--- src/hphs_pkg.sv ---
// types, codes and helper functions for the heat press hold sequencer
// no dependencies; used by every module of the block
package hphs_pkg;

  localparam int TEMP_W    = 21;
  localparam int ELAPSED_W = 10;
  localparam int HOLD_W    = 16;
  localparam int TARGET_W  = 9;
  localparam int COUNT_W   = 7;
  localparam int CFG_AW    = 3;
  localparam int CFG_DW    = 32;
  localparam int IN_DW     = 32;
  localparam int IN_UW     = 2;
  localparam int OUT_DW    = 24;

  localparam int WINDOW_DEG    = 5;
  localparam int MILLI_PER_DEG = 1000;
  localparam int BLINK_TICKS   = 100;
  localparam int BLINK_PERIOD  = 20;
  localparam int BLINK_ON      = 10;

  // request kinds
  localparam logic [1:0] REQ_TICK    = 2'd0;
  localparam logic [1:0] REQ_PRESS   = 2'd1;
  localparam logic [1:0] REQ_RELEASE = 2'd2;
  localparam logic [1:0] REQ_RESTART = 2'd3;

  // reported state codes
  localparam logic [2:0] CS_HEATING = 3'd0;
  localparam logic [2:0] CS_READY   = 3'd1;
  localparam logic [2:0] CS_FUSING  = 3'd2;
  localparam logic [2:0] CS_SUCCESS = 3'd3;
  localparam logic [2:0] CS_FAIL    = 3'd4;

  // register indexes
  localparam logic REG_TARGET_TEMP = 1'b0;
  localparam logic REG_HOLD_MS     = 1'b1;

  typedef enum logic [4:0] {
    ST_HEATING = 5'b00001,
    ST_READY   = 5'b00010,
    ST_FUSING  = 5'b00100,
    ST_SUCCESS = 5'b01000,
    ST_FAIL    = 5'b10000
  } run_state_t;

  typedef struct packed {
    logic [TARGET_W-1:0] target_temp;
    logic [HOLD_W-1:0]   hold_ms;
  } cfg_t;

  typedef struct packed {
    logic [1:0]                req_type;
    logic signed [TEMP_W-1:0]  temp_milli;
    logic [ELAPSED_W-1:0]      elapsed_ms;
  } item_t;

  typedef struct packed {
    run_state_t           run_state;
    logic [HOLD_W-1:0]    hold_elapsed;
    logic                 press_latched;
    logic                 release_latched;
    logic [COUNT_W-1:0]   status_count;
  } seq_state_t;

  typedef struct packed {
    logic [2:0]        cur_state;
    logic              status_visible;
    logic [HOLD_W-1:0] hold_time;
    logic              ready_chirp;
    logic              success_tone;
    logic              fail_tone;
  } result_t;

  function automatic logic [2:0] state_code(input run_state_t st);
    logic [2:0] code;
    case (st)
      ST_HEATING: code = CS_HEATING;
      ST_READY:   code = CS_READY;
      ST_FUSING:  code = CS_FUSING;
      ST_SUCCESS: code = CS_SUCCESS;
      ST_FAIL:    code = CS_FAIL;
      default:    code = CS_HEATING;
    endcase
    return code;
  endfunction

  // blink phase: on while (shown mod period) < on time, as a set of range checks
  function automatic logic blink_on(input logic [COUNT_W-1:0] shown);
    logic hit;
    hit = 1'b0;
    for (int k = 0; k * BLINK_PERIOD < (1 << COUNT_W); k++) begin
      if ({1'b0, shown} >= (COUNT_W+1)'(k * BLINK_PERIOD) &&
          {1'b0, shown} <  (COUNT_W+1)'(k * BLINK_PERIOD + BLINK_ON))
        hit = 1'b1;
    end
    return hit;
  endfunction

endpackage

--- src/hphs_cfg_regs.sv ---
// configuration register file on the apb-style port
// depends on hphs_pkg
module hphs_cfg_regs (
  input  logic                        clk,
  input  logic                        rst_n,
  input  logic                        cfg_psel,
  input  logic                        cfg_penable,
  input  logic                        cfg_pwrite,
  input  logic [hphs_pkg::CFG_AW-1:0] cfg_paddr,
  input  logic [hphs_pkg::CFG_DW-1:0] cfg_pwdata,
  output logic [hphs_pkg::CFG_DW-1:0] cfg_prdata,
  output logic                        cfg_pready,
  output hphs_pkg::cfg_t              cfg
);
  import hphs_pkg::*;

  cfg_t cfg_r;
  cfg_t cfg_nxt;
  logic wr_en;

  assign cfg_pready = 1'b1;
  assign wr_en      = cfg_psel && cfg_penable && cfg_pwrite && cfg_pready;

  // register select on the word address bit
  always_comb begin
    cfg_nxt = cfg_r;
    if (wr_en) begin
      case (cfg_paddr[2])
        REG_TARGET_TEMP: cfg_nxt.target_temp = cfg_pwdata[TARGET_W-1:0];
        REG_HOLD_MS:     cfg_nxt.hold_ms     = cfg_pwdata[HOLD_W-1:0];
        default:         cfg_nxt = cfg_r;
      endcase
    end
  end

  always_ff @(posedge clk) begin
    if (!rst_n) begin
      cfg_r <= '0;
    end else begin
      cfg_r <= cfg_nxt;
    end
  end

  always_comb begin
    case (cfg_paddr[2])
      REG_TARGET_TEMP: cfg_prdata = CFG_DW'(cfg_r.target_temp);
      REG_HOLD_MS:     cfg_prdata = CFG_DW'(cfg_r.hold_ms);
      default:         cfg_prdata = '0;
    endcase
  end

  assign cfg = cfg_r;

endmodule

--- src/hphs_step.sv ---
// next-state and result logic for one item of the sequencer
// depends on hphs_pkg
module hphs_step (
  input  hphs_pkg::cfg_t       cfg,
  input  hphs_pkg::item_t      item,
  input  hphs_pkg::seq_state_t cur,
  output hphs_pkg::seq_state_t nxt,
  output hphs_pkg::result_t    res
);
  import hphs_pkg::*;

  logic signed [TARGET_W+1:0] lo_deg;
  logic signed [23:0]         lo_ext;
  logic signed [23:0]         lo_milli;
  logic signed [23:0]         hi_milli;
  logic signed [23:0]         temp_ext;
  logic                       in_win;
  logic [HOLD_W:0]            hold_sum;
  logic [COUNT_W-1:0]         shown;
  logic                       chirp;
  logic                       succ;
  logic                       fail;

  // window test without a divider: truncated degrees compared through
  // millidegree thresholds, lower bound loosened by 999 when it is not positive
  assign lo_deg   = $signed({2'b00, cfg.target_temp}) - (TARGET_W+2)'(WINDOW_DEG);
  assign lo_ext   = 24'(lo_deg);
  assign lo_milli = (lo_deg > 0) ? 24'(lo_ext * 24'sd1000)
                                 : 24'(lo_ext * 24'sd1000) - 24'sd999;
  assign hi_milli = 24'($signed({15'd0, cfg.target_temp}) + 24'sd5) * 24'sd1000
                    + 24'sd999;
  assign temp_ext = 24'(item.temp_milli);
  assign in_win   = (temp_ext >= lo_milli) && (temp_ext <= hi_milli);

  assign hold_sum = {1'b0, cur.hold_elapsed} + (HOLD_W+1)'(item.elapsed_ms);

  always_comb begin
    nxt   = cur;
    chirp = 1'b0;
    succ  = 1'b0;
    fail  = 1'b0;
    case (item.req_type)
      REQ_PRESS: begin
        nxt.press_latched = 1'b1;
      end
      REQ_RELEASE: begin
        nxt.release_latched = 1'b1;
      end
      default: begin
        if (item.req_type == REQ_RESTART)
          nxt.run_state = ST_HEATING;
        case (nxt.run_state)
          ST_HEATING: begin
            if (in_win) begin
              nxt.run_state     = ST_READY;
              nxt.press_latched = 1'b0;
              chirp             = 1'b1;
            end
          end
          ST_READY: begin
            if (!in_win) begin
              nxt.run_state = ST_HEATING;
            end else if (cur.press_latched) begin
              nxt.release_latched = 1'b0;
              nxt.hold_elapsed    = '0;
              nxt.run_state       = ST_FUSING;
            end
          end
          ST_FUSING: begin
            if (cur.release_latched) begin
              nxt.status_count = '0;
              nxt.run_state    = ST_FAIL;
              fail             = 1'b1;
            end else if (cur.hold_elapsed >= cfg.hold_ms) begin
              nxt.status_count = '0;
              nxt.run_state    = ST_SUCCESS;
              succ             = 1'b1;
            end else if (hold_sum[HOLD_W]) begin
              nxt.hold_elapsed = '1;
            end else begin
              nxt.hold_elapsed = hold_sum[HOLD_W-1:0];
            end
          end
          ST_SUCCESS, ST_FAIL: begin
            if (cur.status_count >= COUNT_W'(BLINK_TICKS)) begin
              nxt.run_state     = ST_READY;
              nxt.press_latched = 1'b0;
              chirp             = 1'b1;
            end else begin
              nxt.status_count = cur.status_count + 1'b1;
            end
          end
          default: begin
            nxt.run_state = ST_HEATING;
          end
        endcase
      end
    endcase
  end

  assign shown = (nxt.status_count != '0) ? nxt.status_count - 1'b1 : '0;

  always_comb begin
    res.cur_state      = state_code(nxt.run_state);
    res.status_visible = (nxt.run_state == ST_SUCCESS || nxt.run_state == ST_FAIL)
                         ? blink_on(shown) : 1'b1;
    res.hold_time      = nxt.hold_elapsed;
    res.ready_chirp    = chirp;
    res.success_tone   = succ;
    res.fail_tone      = fail;
  end

endmodule

--- src/heat_press_hold_sequencer_core.sv ---
// heat press hold sequencer: one result item for every input item
// an accepted item passes the input register, then the result register, before its result is valid
// throughput: 1 item per cycle while the result channel does not stall; the state update is a single pass of hphs_step
// a full result register that is not taken (out_tready low) stalls the input register, which stalls in_tready
// reset (rst_n low, synchronous): state heating, hold time 0, latches and
// blink count clear, both channels empty; item and result data are not reset
module heat_press_hold_sequencer_core (
  input  logic                        clk,
  input  logic                        rst_n,
  input  logic                        in_tvalid,
  output logic                        in_tready,
  // [20:0] temp_milli, [30:21] elapsed_ms, [31] zero
  input  logic [hphs_pkg::IN_DW-1:0]  in_tdata,
  // [1:0] req_type
  input  logic [hphs_pkg::IN_UW-1:0]  in_tuser,
  output logic                        out_tvalid,
  input  logic                        out_tready,
  // [2:0] cur_state, [3] status_visible, [19:4] hold_time, [20] ready_chirp,
  // [21] success_tone, [22] fail_tone, [23] zero
  output logic [hphs_pkg::OUT_DW-1:0] out_tdata,
  input  logic                        cfg_psel,
  input  logic                        cfg_penable,
  input  logic                        cfg_pwrite,
  input  logic [hphs_pkg::CFG_AW-1:0] cfg_paddr,
  input  logic [hphs_pkg::CFG_DW-1:0] cfg_pwdata,
  output logic [hphs_pkg::CFG_DW-1:0] cfg_prdata,
  output logic                        cfg_pready
);
  import hphs_pkg::*;

  cfg_t       cfg;
  item_t      item_r;
  logic       item_vld_r;
  seq_state_t state_r;
  seq_state_t state_nxt;
  result_t    res_nxt;
  result_t    res_r;
  logic       out_vld_r;
  logic       advance;

  hphs_cfg_regs u_cfg (
    .clk         (clk),
    .rst_n       (rst_n),
    .cfg_psel    (cfg_psel),
    .cfg_penable (cfg_penable),
    .cfg_pwrite  (cfg_pwrite),
    .cfg_paddr   (cfg_paddr),
    .cfg_pwdata  (cfg_pwdata),
    .cfg_prdata  (cfg_prdata),
    .cfg_pready  (cfg_pready),
    .cfg         (cfg)
  );

  hphs_step u_step (
    .cfg  (cfg),
    .item (item_r),
    .cur  (state_r),
    .nxt  (state_nxt),
    .res  (res_nxt)
  );

  assign advance   = item_vld_r && (!out_vld_r || out_tready);
  assign in_tready = !item_vld_r || advance;

  always_ff @(posedge clk) begin
    if (!rst_n) begin
      item_vld_r <= 1'b0;
    end else if (in_tvalid && in_tready) begin
      item_vld_r <= 1'b1;
    end else if (advance) begin
      item_vld_r <= 1'b0;
    end
  end

  always_ff @(posedge clk) begin
    if (in_tvalid && in_tready) begin
      item_r.req_type   <= in_tuser[1:0];
      item_r.temp_milli <= in_tdata[TEMP_W-1:0];
      item_r.elapsed_ms <= in_tdata[TEMP_W+ELAPSED_W-1:TEMP_W];
    end
  end

  // sequencer state moves once per item, when its result is registered
  always_ff @(posedge clk) begin
    if (!rst_n) begin
      state_r.run_state       <= ST_HEATING;
      state_r.hold_elapsed    <= '0;
      state_r.press_latched   <= 1'b0;
      state_r.release_latched <= 1'b0;
      state_r.status_count    <= '0;
    end else if (advance) begin
      state_r <= state_nxt;
    end
  end

  always_ff @(posedge clk) begin
    if (!rst_n) begin
      out_vld_r <= 1'b0;
    end else if (advance) begin
      out_vld_r <= 1'b1;
    end else if (out_tready) begin
      out_vld_r <= 1'b0;
    end
  end

  always_ff @(posedge clk) begin
    if (advance) begin
      res_r <= res_nxt;
    end
  end

  assign out_tvalid = out_vld_r;
  assign out_tdata  = {1'b0, res_r.fail_tone, res_r.success_tone, res_r.ready_chirp,
                       res_r.hold_time, res_r.status_visible, res_r.cur_state};

endmodule

--- config.mk ---
export PLATFORM = sky130hd
export DESIGN_NAME = heat_press_hold_sequencer_core
export DESIGN_NICKNAME = d
export VERILOG_FILES = /design/src/hphs_pkg.sv /design/src/hphs_cfg_regs.sv /design/src/hphs_step.sv /design/src/heat_press_hold_sequencer_core.sv
export SDC_FILE = /design/constraint.sdc
export NUM_CORES = 1
export LEC_CHECK = 0
export BUFFER_PORTS_ARGS = -buffer_cell sky130_fd_sc_hd__buf_2
export CAP_MARGIN = 5
export CORE_UTILIZATION = 50
export DETAILED_ROUTE_END_ITERATION = 8
export PLACE_DENSITY = 0.75
export REMOVE_ABC_BUFFERS = 1
export SETUP_SLACK_MARGIN = 0.4
export SYNTH_ARGS = -nofsm -noshare
export SYNTH_HDL_FRONTEND = slang
export SYNTH_SLANG_ARGS = --single-unit
--- constraint.sdc ---
create_clock -name clk -period 26.4 [get_ports clk]
set_input_delay 0 -clock clk [delete_from_list [all_inputs] [get_ports clk]]
set_output_delay 0 -clock clk [all_outputs]
set_load 0.005 [all_outputs]
# [Word level (Yosys, flattened, before mapping)]
# Index checks and enable logic that the tools add are counted.
[totals] ff_bits=113 inputBits=76 output_inout_bits=59 word_cells=138
[op_classes] add_sub_neg=7 mul=2 order_cmp=18 eq_ne=14 muxes=42 n_bitwise=5 n_reduce_logical=32
[ops] cell="$mux 16" n=4
[ops] cell="$pmux 32 s2" n=1
[ops] cell="$mux 21" n=2
[ops] cell="$mux 5" n=7
[ops] cell="$mux 7" n=5
[ops] cell="$pmux 16 s2" n=1
[ops] cell="$ge 7x7->1 const B" n=4
[ops] cell="$add 24x11->24 const B" n=1
[ops] cell="$ge 21x24->1" n=1
[ops] cell="$le 21x24->1" n=1
[ops] cell="$mul 24x8->21 const B" n=1
[ops] cell="$mux 24" n=1
[ops] cell="$sub 24x11->24 const B" n=1
[ops] cell="$lt 7x7->1 const B" n=3
[ops] cell="$pmux 5 s4" n=1
[ops] cell="$mul 10x8->18 const B" n=1
[ops] cell="$add 16x10->17" n=1
[ops] cell="$ge 16x16->1" n=1
[ops] cell="$ge 7x6->1 const B" n=2
[ops] cell="$mux 1" n=14
[ops] cell="$pmux 7 s2" n=1
[ops] cell="$pmux 3 s4" n=1
[ops] cell="$logic_and 1x1->1" n=11
[ops] cell="$add 9x3->10 const B" n=1
[ops] cell="30 further kinds" n=53

# [Longest topological paths before layout]
# Gate-level depths: netlist (run 1).
[logic_depth] word_depth=13 ltp_mapped=39 depth_no_buf=37

# [Modules after synthesis]
# From an unflattened synthesis (run 1), not the netlist that was laid out.
[hier_totals] cells_unflattened=1436 hier_area_um2=12623.4
[modules_own_cells] mod="hphs_step" n_inst=1 cells_per_inst=1101 area_each_um2=8364.3 seq_area_each_um2=0.0
[modules_own_cells] mod="heat_press_hold_sequencer_core" n_inst=1 cells_per_inst=198 area_each_um2=2985.4 seq_area_each_um2=2322.2
[modules_own_cells] mod="hphs_cfg_regs" n_inst=1 cells_per_inst=137 area_each_um2=1273.7 seq_area_each_um2=500.5

# [Least setup slack after synthesis (run 1)]
# Ideal clock, no wire load.
[synth_path] path_type="register to register" start="reg u_cfg.cfg_r (netlist bit u_cfg.cfg[16])" end="reg state_r[12] (netlist name)" setup_time_ns=0.119 arrival_ns=8.455 required_time_ns=26.281 slack_ns=17.827 stages_incl_launch_ff=39 path_buffers=2 period_less_slack_ns=8.573 cell_sequence="dfxtp_1 clkbuf_1 inv_1 ha_1 nor2b_1 nor2_1 xor2_1 inv_1 fa_1 inv_1 ha_1 inv_1 fa_1 fa_1 inv_1 ha_1 nor2b_1 o21ai_0 [... 3 more ...] o21ai_0 a22o_1 o211ai_1 nor4_1 nand3_1 xor2_1 ha_1 a21o_1 a21o_1 a21oi_1 o21ai_0 a221oi_2 mux2i_1 or4_1 a21o_1 or2_1 clkbuf_1 o221a_1"
[synth_between] elab_chain_cells=9 word_cells_on_any_way=14 cone_classes="add/sub (4); mul (2); order compare (3); mux (4); reduce/logical (1)"
[synth_lines] element="start, declared" line_no="hphs_cfg_regs.sv:17" text="cfg_t cfg_r;"
[synth_lines] element="start signal, assigned" line_no="hphs_cfg_regs.sv:40" text="cfg_r <= cfg_nxt;"
[synth_lines] element="parallel branches: the longest is 5 deep, another holds $mul 24x8->21"
[synth_lines] element="$logic_and 1x1->1 (*)" line_no="hphs_step.sv:33" text="assign in_win = (temp_ext >= lo_milli) && (temp_ext <= hi_milli);"
[synth_lines] element="$mux 16 (*)" line_no="hphs_step.sv:61" text="if (!in_win) begin"
[synth_lines] element="$pmux 16 s2 (*)" line_no="hphs_step.sv:52" text="case (nxt.run_state)"
[synth_lines] element="$mux 21 (*)" line_no="hphs_step.sv:42" text="case (item.req_type)"
[synth_lines] element="end signal, assigned" line_no="heat_press_hold_sequencer_core.sv:92" text="state_r <= state_nxt;"
[synth_lines] element="end, declared" line_no="heat_press_hold_sequencer_core.sv:34" text="seq_state_t state_r;"
# Mark *: on every way between the ends.
# A chain may end at the register's enable or synchronous reset.

# [Final worst setup path (run 1)]
[layout_path] start="reg u_cfg.cfg_r (netlist bit u_cfg.cfg[16])" end="reg state_r[18] (netlist name)"
# Same word-level chain as after synthesis.

==> results of run 1 <==
-- state kept, by name (all words and copies together), names as in the netlist --
| register | flops |
|---|---|
| item_r | 33 |
| state_r | 30 |
| u_cfg.cfg | 25 |
| out_tdata | 23 |
| item_vld_r | 1 |
| out_tvalid | 1 |
-- cell type report --
class / instances / area (sq um) / area share, %
clock inverter: 8 / 97.6 / 0.710
sequential: 113 / 2820 / 20.5
timing repair buffer: 155 / 1050 / 7.66
multi-input combinational: 1044 / 8140 / 59.2
clock buffer: 23 / 510 / 3.71
tap: 319 / 399 / 2.90
inverter: 193 / 724 / 5.27
-- layer usage --
metal  track usage [%]  wire (um)  up-vias
li1                  -          -     5019
met1              30.2      12600     4886
met2              46.2      14900      334
met3              3.32       1340       72
met4              11.3       1120        0
met5                 0          0        -
-- where the power goes --
part           total, mW  switching (mW)  internal [mW]
Clock              0.243          0.0881          0.155
Sequential         0.199         0.00668          0.192
Combinational      0.767           0.444          0.323
Total               1.21           0.539          0.669
-- worst min-delay path, cell delays in order --
cell and delay [ps]:
buf_2 100, nand3_1 150, nor2_1 180, nand2_1 110
a21oi_1 50
-- cell families after synthesis --
family,count (synthesis),synth area share (%)
multiplexers,13,1.22
buffers and inverters,247,8.38
AO/OA/AOI/OAI,310,16.9
flip-flops,113,23.7
adder cells (fa/ha/maj),223,27.2
AND/OR/NAND/NOR,385,15.6
XOR/XNOR,94,6.92
other,2,0.0631
-- final timing paths --
| kind | end | startpoint | slack [ps] | cells past startpoint |
|---|---|---|---|---|
| max | state_r[18]$_SDFFE_PN0P_ | u_cfg.cfg[16]$_SDFFE_PN0P_ | 16170 | 37 |
| min | u_cfg.cfg[3]$_SDFFE_PN0P_ | cfg_penable | 220 | 5 |
| max reg2reg | state_r[18]$_SDFFE_PN0P_ | u_cfg.cfg[16]$_SDFFE_PN0P_ | 16170 | 37 |
| min reg2reg | u_cfg.cfg[14]$_SDFFE_PN0P_ | u_cfg.cfg[14]$_SDFFE_PN0P_ | 460 | 2 |
-- timing repair --
| item | in CTS | in global routing |
|---|---|---|
| buffers inserted | 0 | 0 |
| endpoints found under the hold margin | 73 | 0 |
| hold buffers | 53 | 0 |
-- per-stage QoR --
step / worst slack [ps] / hold slack (ps)
6_report: 16170 / 216
5_1_grt: 15540 / 254
4_1_cts: 16310 / 200
3_5_place_dp: 16460 / 179
3_3_place_gp: 16640 / 179
2_1_floorplan: 17940 / 69.8
-- cell usage in the layout (no fill, tap or decap), types with 56 or more instances in the layout --
master    count
xnor2_1      64
inv_1       188
nand2_1     109
buf_2        97
fa_1         59
ha_1        164
dfxtp_1      57
a21oi_1      89
o21ai_0      80
nor2_1      118
edfxtp_1     56
==> key figures, run 1 <==
Setup path
  – CP most frequent cell: inv_1
  – Buf+Inv Stages, Crit Path: 5
  – Critical Path Max Stage Delay: about 740 ps
  – Worst EP arrival: 10550 ps
  – Slowest cell on the critical path: dfxtp_1
  – Setup crit end kind: flop
  – Crit path required time: approximately 27000 ps
  – Top delay family on crit path: adder cells
  – Startpoint types: flop
  – Worst Path Max Fanout: 17
  – Setup CP Type: flop to flop

Drt
  – WL/cell: 16.2 um
  – TritonRoute pass-1 iters: 7
  – DRC: 0
  – Routed Antenna Nets: 0
  – Routed vias/inst: 5.56
  – Via Count: 10300
  – First DRT Iteration DRCs: between 600 and 700
  – Final WL: 30.0 mm

Clock network
  – TritonCTS clock tree: built
  – Worst-Skew Late Latency: 430 ps
  – Clock tree buffer depth: 2
  – PostCTS Resize Cnt: 0
  – H-tree levels: 4
  – Clock Pin Slew Worst Setup and Hold Paths: 60 ps
  – Root buffer cell: clkbuf_16
  – CTS buffer count: 17
  – CTS sink cnt: 113

STA
  – RSZ-0062 raised after global routing: no
  – Hold Fails Final Rpt: 0
  – Final Max Tran Viols: 0
  – Final worst-path cycle share: 38.8%
  – Slew margin rel.: between 10% and 20%
  – Worst-Margin Slew: 1200 ps
  – Clk_skew: 8.59 ps
  – Fmax: 0.0977 GHz
  – Final setup TNS: 0 ps
  – Tmin final: 10230 ps
  – Setup Viol. Count Final: 0

Floorplan
  – Initial Util: 50.8%
  – Die height: between 150 and 200 um
  – Num ports: 135
  – Die Area: 0.0244 sq mm
  – Core ar.: around 0.023 sq mm
  – Die W: 156 um
  – Std-Cell Rows: 56

Logic synthesis
  – Synth top area share: 17.2%
  – Yosys warnings: 0
  – Synth top cells by count: 188 x inv_1, 164 x ha_1, 118 x nor2_1
  – Distinct cell type count after synthesis: 84
  – Post-synth ARST share: 0%
  – Synth area leader: ha_1
  – Post-Syn Area: approximately 0.012 sq mm
  – Seq/Total Area, Yosys: about a quarter
  – Top-count cell post-synth: inv_1
  – Post-synth EDFFs: 56
  – Leading post-synthesis cells by cell area: ha_1 17%, edfxtp_1 14%, fa_1 9.9%
  – Post-Syn Instances: ~1400
  – Ys flop type: dfxtp_1
  – Syn Area/Cell: about 8.6 sq um
  – Yosys reg bits: 113

Placed design
  – Placed Cells: 1771
  – Port Buffers: 97
  – Hpwl dp: 22.3 mm
  – Placed cell areas: roughly 0.013 sq mm
  – Gpl congestion: 0.915

Power
  – Power Total: 1.21 mW
  – Pwr/cell area: ~90 mW/mm^2
  – Lkg Pwr: ~6.4 nW
  – Peak VDD IR: 0.0847 mV

Final layout
  – Fillers: 2043
  – Layout Nets: 1823
  – Share of layout cells above drive strength 1: a little over a tenth
  – Area Overhead vs Synth: 15.6%
  – Antenna diodes: 0
  – Final Cell Area: 0.0138 sq mm
  – Utilization after layout: between 50% and 60%
  – Finished Layout Cells: 1855

GRT
  – GRT overflow: 0
  – Largest net degree at the start of global routing: 51
  – Total track usage: 25.6%
  – First-pass GRT wire length: 49.3 mm
  – Vias in the first global route: around 10000
  – Initial antenna violation count: 0

Min path
  – Hold Path Class: input pin to flop

Flow run
  – Max-cap violations: 0

Status
  – Status: complete, no violations
No activity file was read; power rests on OpenSTA's default activity.
==> run 2: changes to the inputs <==
--- a/config.mk
+++ b/config.mk
@@ -9,7 +9,7 @@
 export CAP_MARGIN = 5
 export CORE_UTILIZATION = 50
 export DETAILED_ROUTE_END_ITERATION = 8
-export PLACE_DENSITY = 0.75
+export PLACE_DENSITY = 0.78
 export REMOVE_ABC_BUFFERS = 1
 export SETUP_SLACK_MARGIN = 0.4
 export SYNTH_ARGS = -nofsm -noshare
==> constraint.sdc (replaced) <==
create_clock -name clk -period 8.6 [get_ports clk]
set_input_delay 0 -clock clk [delete_from_list [all_inputs] [get_ports clk]]
set_output_delay 0 -clock clk [all_outputs]
set_load 0.005 [all_outputs]
==> key figures, run 2 (synthesis results as in run 1) <==
Setup path
  – Buf+Inv Stages, Crit Path: 8 (+3)
  – R2r endpoint: out_tdata[13]$_DFFE_PP_
  – Crit path required time: 8750 ps (-17970 ps)
  – Worst setup endpoint: out_tdata[13]$_DFFE_PP_
  – FF-to-FF path depth: 34 (-8.1%)
  – Worst flop-to-flop path startpoint: u_cfg.cfg[17]$_SDFFE_PN0P_
  – CP most frequent cell: buf_4
  – Critical Path Max Stage Delay: 580 ps (-160 ps)
  – Top delay family on crit path: adder cells
  – Startpoint types: flop
  – Worst Path Max Fanout: 5 (-12)
  – Worst EP arrival: 8360 ps (-2190 ps)
  – Setup crit end kind: flop
  – Internal reg-to-reg setup slack: 390 ps (-15780 ps)
  – Setup CP Type: flop to flop
  – Crit path depth: 34 (-8.1%)
  – Launch point of the worst path: u_cfg.cfg[17]$_SDFFE_PN0P_
  – Slowest cell on the critical path: or4_4

Final layout
  – Layout Nets: 1884 (+3.3%)
  – Top reg by flops: item_r
  – Fillers: 1850 (-9.4%)
  – Area Overhead vs Synth: 24.6%
  – Antenna diodes: 0 (unchanged)
  – Utilization after layout: 63.4% (+4.6 points)
  – Number of flip-flops under the largest register name: 33 (unchanged)
  – Commonest non-fill, non-tap cells in the layout: 175 x inv_1, 150 x ha_1, 111 x nor2_1
  – Share of layout cells above drive strength 1: 20.7% (+10 points)
  – Final Cell Area: 0.0148 sq mm (+7.8%)
  – Finished Layout Cells: 1917 (+3.3%)
  – Commonest non-fill, non-tap cell in the layout: inv_1

STA
  – Worst-Margin Slew: 1240 ps (+32.0 ps)
  – RSZ-0062 raised after global routing: yes
  – Final worst-path cycle share: 95.5% (+57 points)
  – Fmax: 0.122 GHz (+25%)
  – Final setup TNS: 0 ps (unchanged)
  – Fin worst setup slack: 391 ps (-15780 ps)
  – Setup Viol. Count Final: 0 (unchanged)
  – Hold Fails Final Rpt: 0 (unchanged)
  – Worst Hold Slack: 258 ps (+41.6 ps)
  – Slew margin rel.: 16.7% (-2.2 points)
  – Clk_skew: 11.1 ps (+2.54 ps)
  – Final Max Tran Viols: 0 (unchanged)
  – Tmin final: 8210 ps (-2020 ps)

Clock network
  – TritonCTS clock tree: built
  – Root buffer cell: clkbuf_16
  – Worst-Skew Late Latency: 420 ps (about the same)
  – Clock Pin Slew Worst Setup and Hold Paths: 60 ps (about the same)
  – CTS sink cnt: 113 (unchanged)
  – Clock tree buffer depth: 2 (unchanged)
  – H-tree levels: 4 (unchanged)
  – CTS buffer count: 17 (unchanged)

Status
  – Status: finished with violations
  – Violated checks: design-rule violations

GRT
  – GRT overflow: 0 (unchanged)
  – Largest net degree at the start of global routing: 51 (unchanged)
  – Initial antenna violation count: 0 (unchanged)
  – First-pass GRT wire length: 50.3 mm (+2.0%)
  – Total track usage: 26.1% (+0.53 points)
  – Vias in the first global route: 10600 (+3.1%)

Placed design
  – Gpl congestion: 0.948 (+3.6%)
  – Hpwl dp: 23.2 mm (+4.0%)
  – Dpl ws: -99.8 ps (-16560 ps)
  – Placed cell areas: 0.0129 sq mm (+2.1%)
  – Placed Cells: 1807 (+2.0%)
  – Port Buffers: 97 (unchanged)

Power
  – Power Total: 4.48 mW (+270%)
  – Peak VDD IR: 0.305 mV (+260%)
  – Pwr/cell area: 302 mW/mm^2 (+240%)
  – Lkg Pwr: 6.81 nW (+6.2%)

Drt
  – TritonRoute pass-1 iters: 8 (+1)
  – First DRT Iteration DRCs: 490 (-27%)
  – Routed Antenna Nets: 0 (unchanged)
  – Routed vias/inst: 5.58 (+0.34%)
  – Via Count: 10700 (+3.7%)
  – WL/cell: 16.6 um (+2.8%)
  – Final WL: 31.9 mm (+6.2%)
  – DRC: 2 (+2)

Floorplan
  – Core ar.: 0.0234 sq mm (unchanged)
  – Std-Cell Rows: 56 (unchanged)
  – Die Area: 0.0244 sq mm (unchanged)
  – Die height: 156 um (unchanged)
  – Initial Util: 50.8% (unchanged)
  – Die W: 156 um (unchanged)
  – Num ports: 135 (unchanged)

Min path
  – Hold Path Class: input pin to flop

Flow run
  – Max-cap violations: 0 (unchanged)
-- run 2: cell types whose count changed in the layout (fill, tap and decap cells not counted), sizes merged --
| cell | delta |
|---|---|
| clkbuf | -5 |
| buf | +61 |
| inv | +2 |
| clkinvlp | +4 |
-- run 2: per-layer routing --
metal	part of all wire, %	vias to the layer above	GRT usage (%)
li1	-	5154	-
met2	51	352	46.3
met4	3.2	0	11.3
met3	5.8	69	4.49
met5	0	-	0
met1	40	5117	30.8
-- run 2: what timing repair did --
item                                   CTS  global route
hold buffers                            53             0
pin swaps                               10            68
setup endpoints to repair               37            40
setup buffers                            4            21
gates resized for setup                 22           131
endpoints found under the hold margin   70             0
-- run 2: final cells by class --
class                   count  area (sq um)  area share, %
multi-input cells        1044          8770           59.2
clock buffers              18           429           2.89
repair buffers            216          1530           10.3
flip-flops and latches    113          2830           19.1
well taps                 319           399           2.69
inverters                 193           727           4.90
clock inverters            14           139          0.937
-- run 2: report_power, final --
group	total, mW	internal (mW)	leakage (nW)	switching, mW
logic	3.17	1.46	5.53	1.72
clock network	0.697	0.425	0.268	0.272
registers	0.610	0.589	1.01	0.0202
-- run 2: worst min-delay path by stage --
stage | startpoint | end | cells after the start
2_1_floorplan | cfg_paddr[2] | cfg_prdata[0] | 1
3_3_place_gp | in_tdata[24] | item_r[3]$_DFFE_PP_ | 1
3_5_place_dp | in_tdata[26] | item_r[5]$_DFFE_PP_ | 1
4_1_cts | cfg_penable | u_cfg.cfg[5]$_SDFFE_PN0P_ | 5
5_1_grt | in_tdata[22] | item_r[1]$_DFFE_PP_ | 2
6_report | cfg_penable | u_cfg.cfg[5]$_SDFFE_PN0P_ | 5
-- run 2: worst min-delay path, stage by stage --
cell and delay (ps):
buf_2 110, nand3_1 160, nor2_1 200, nand2_1 110, a21oi_1 50
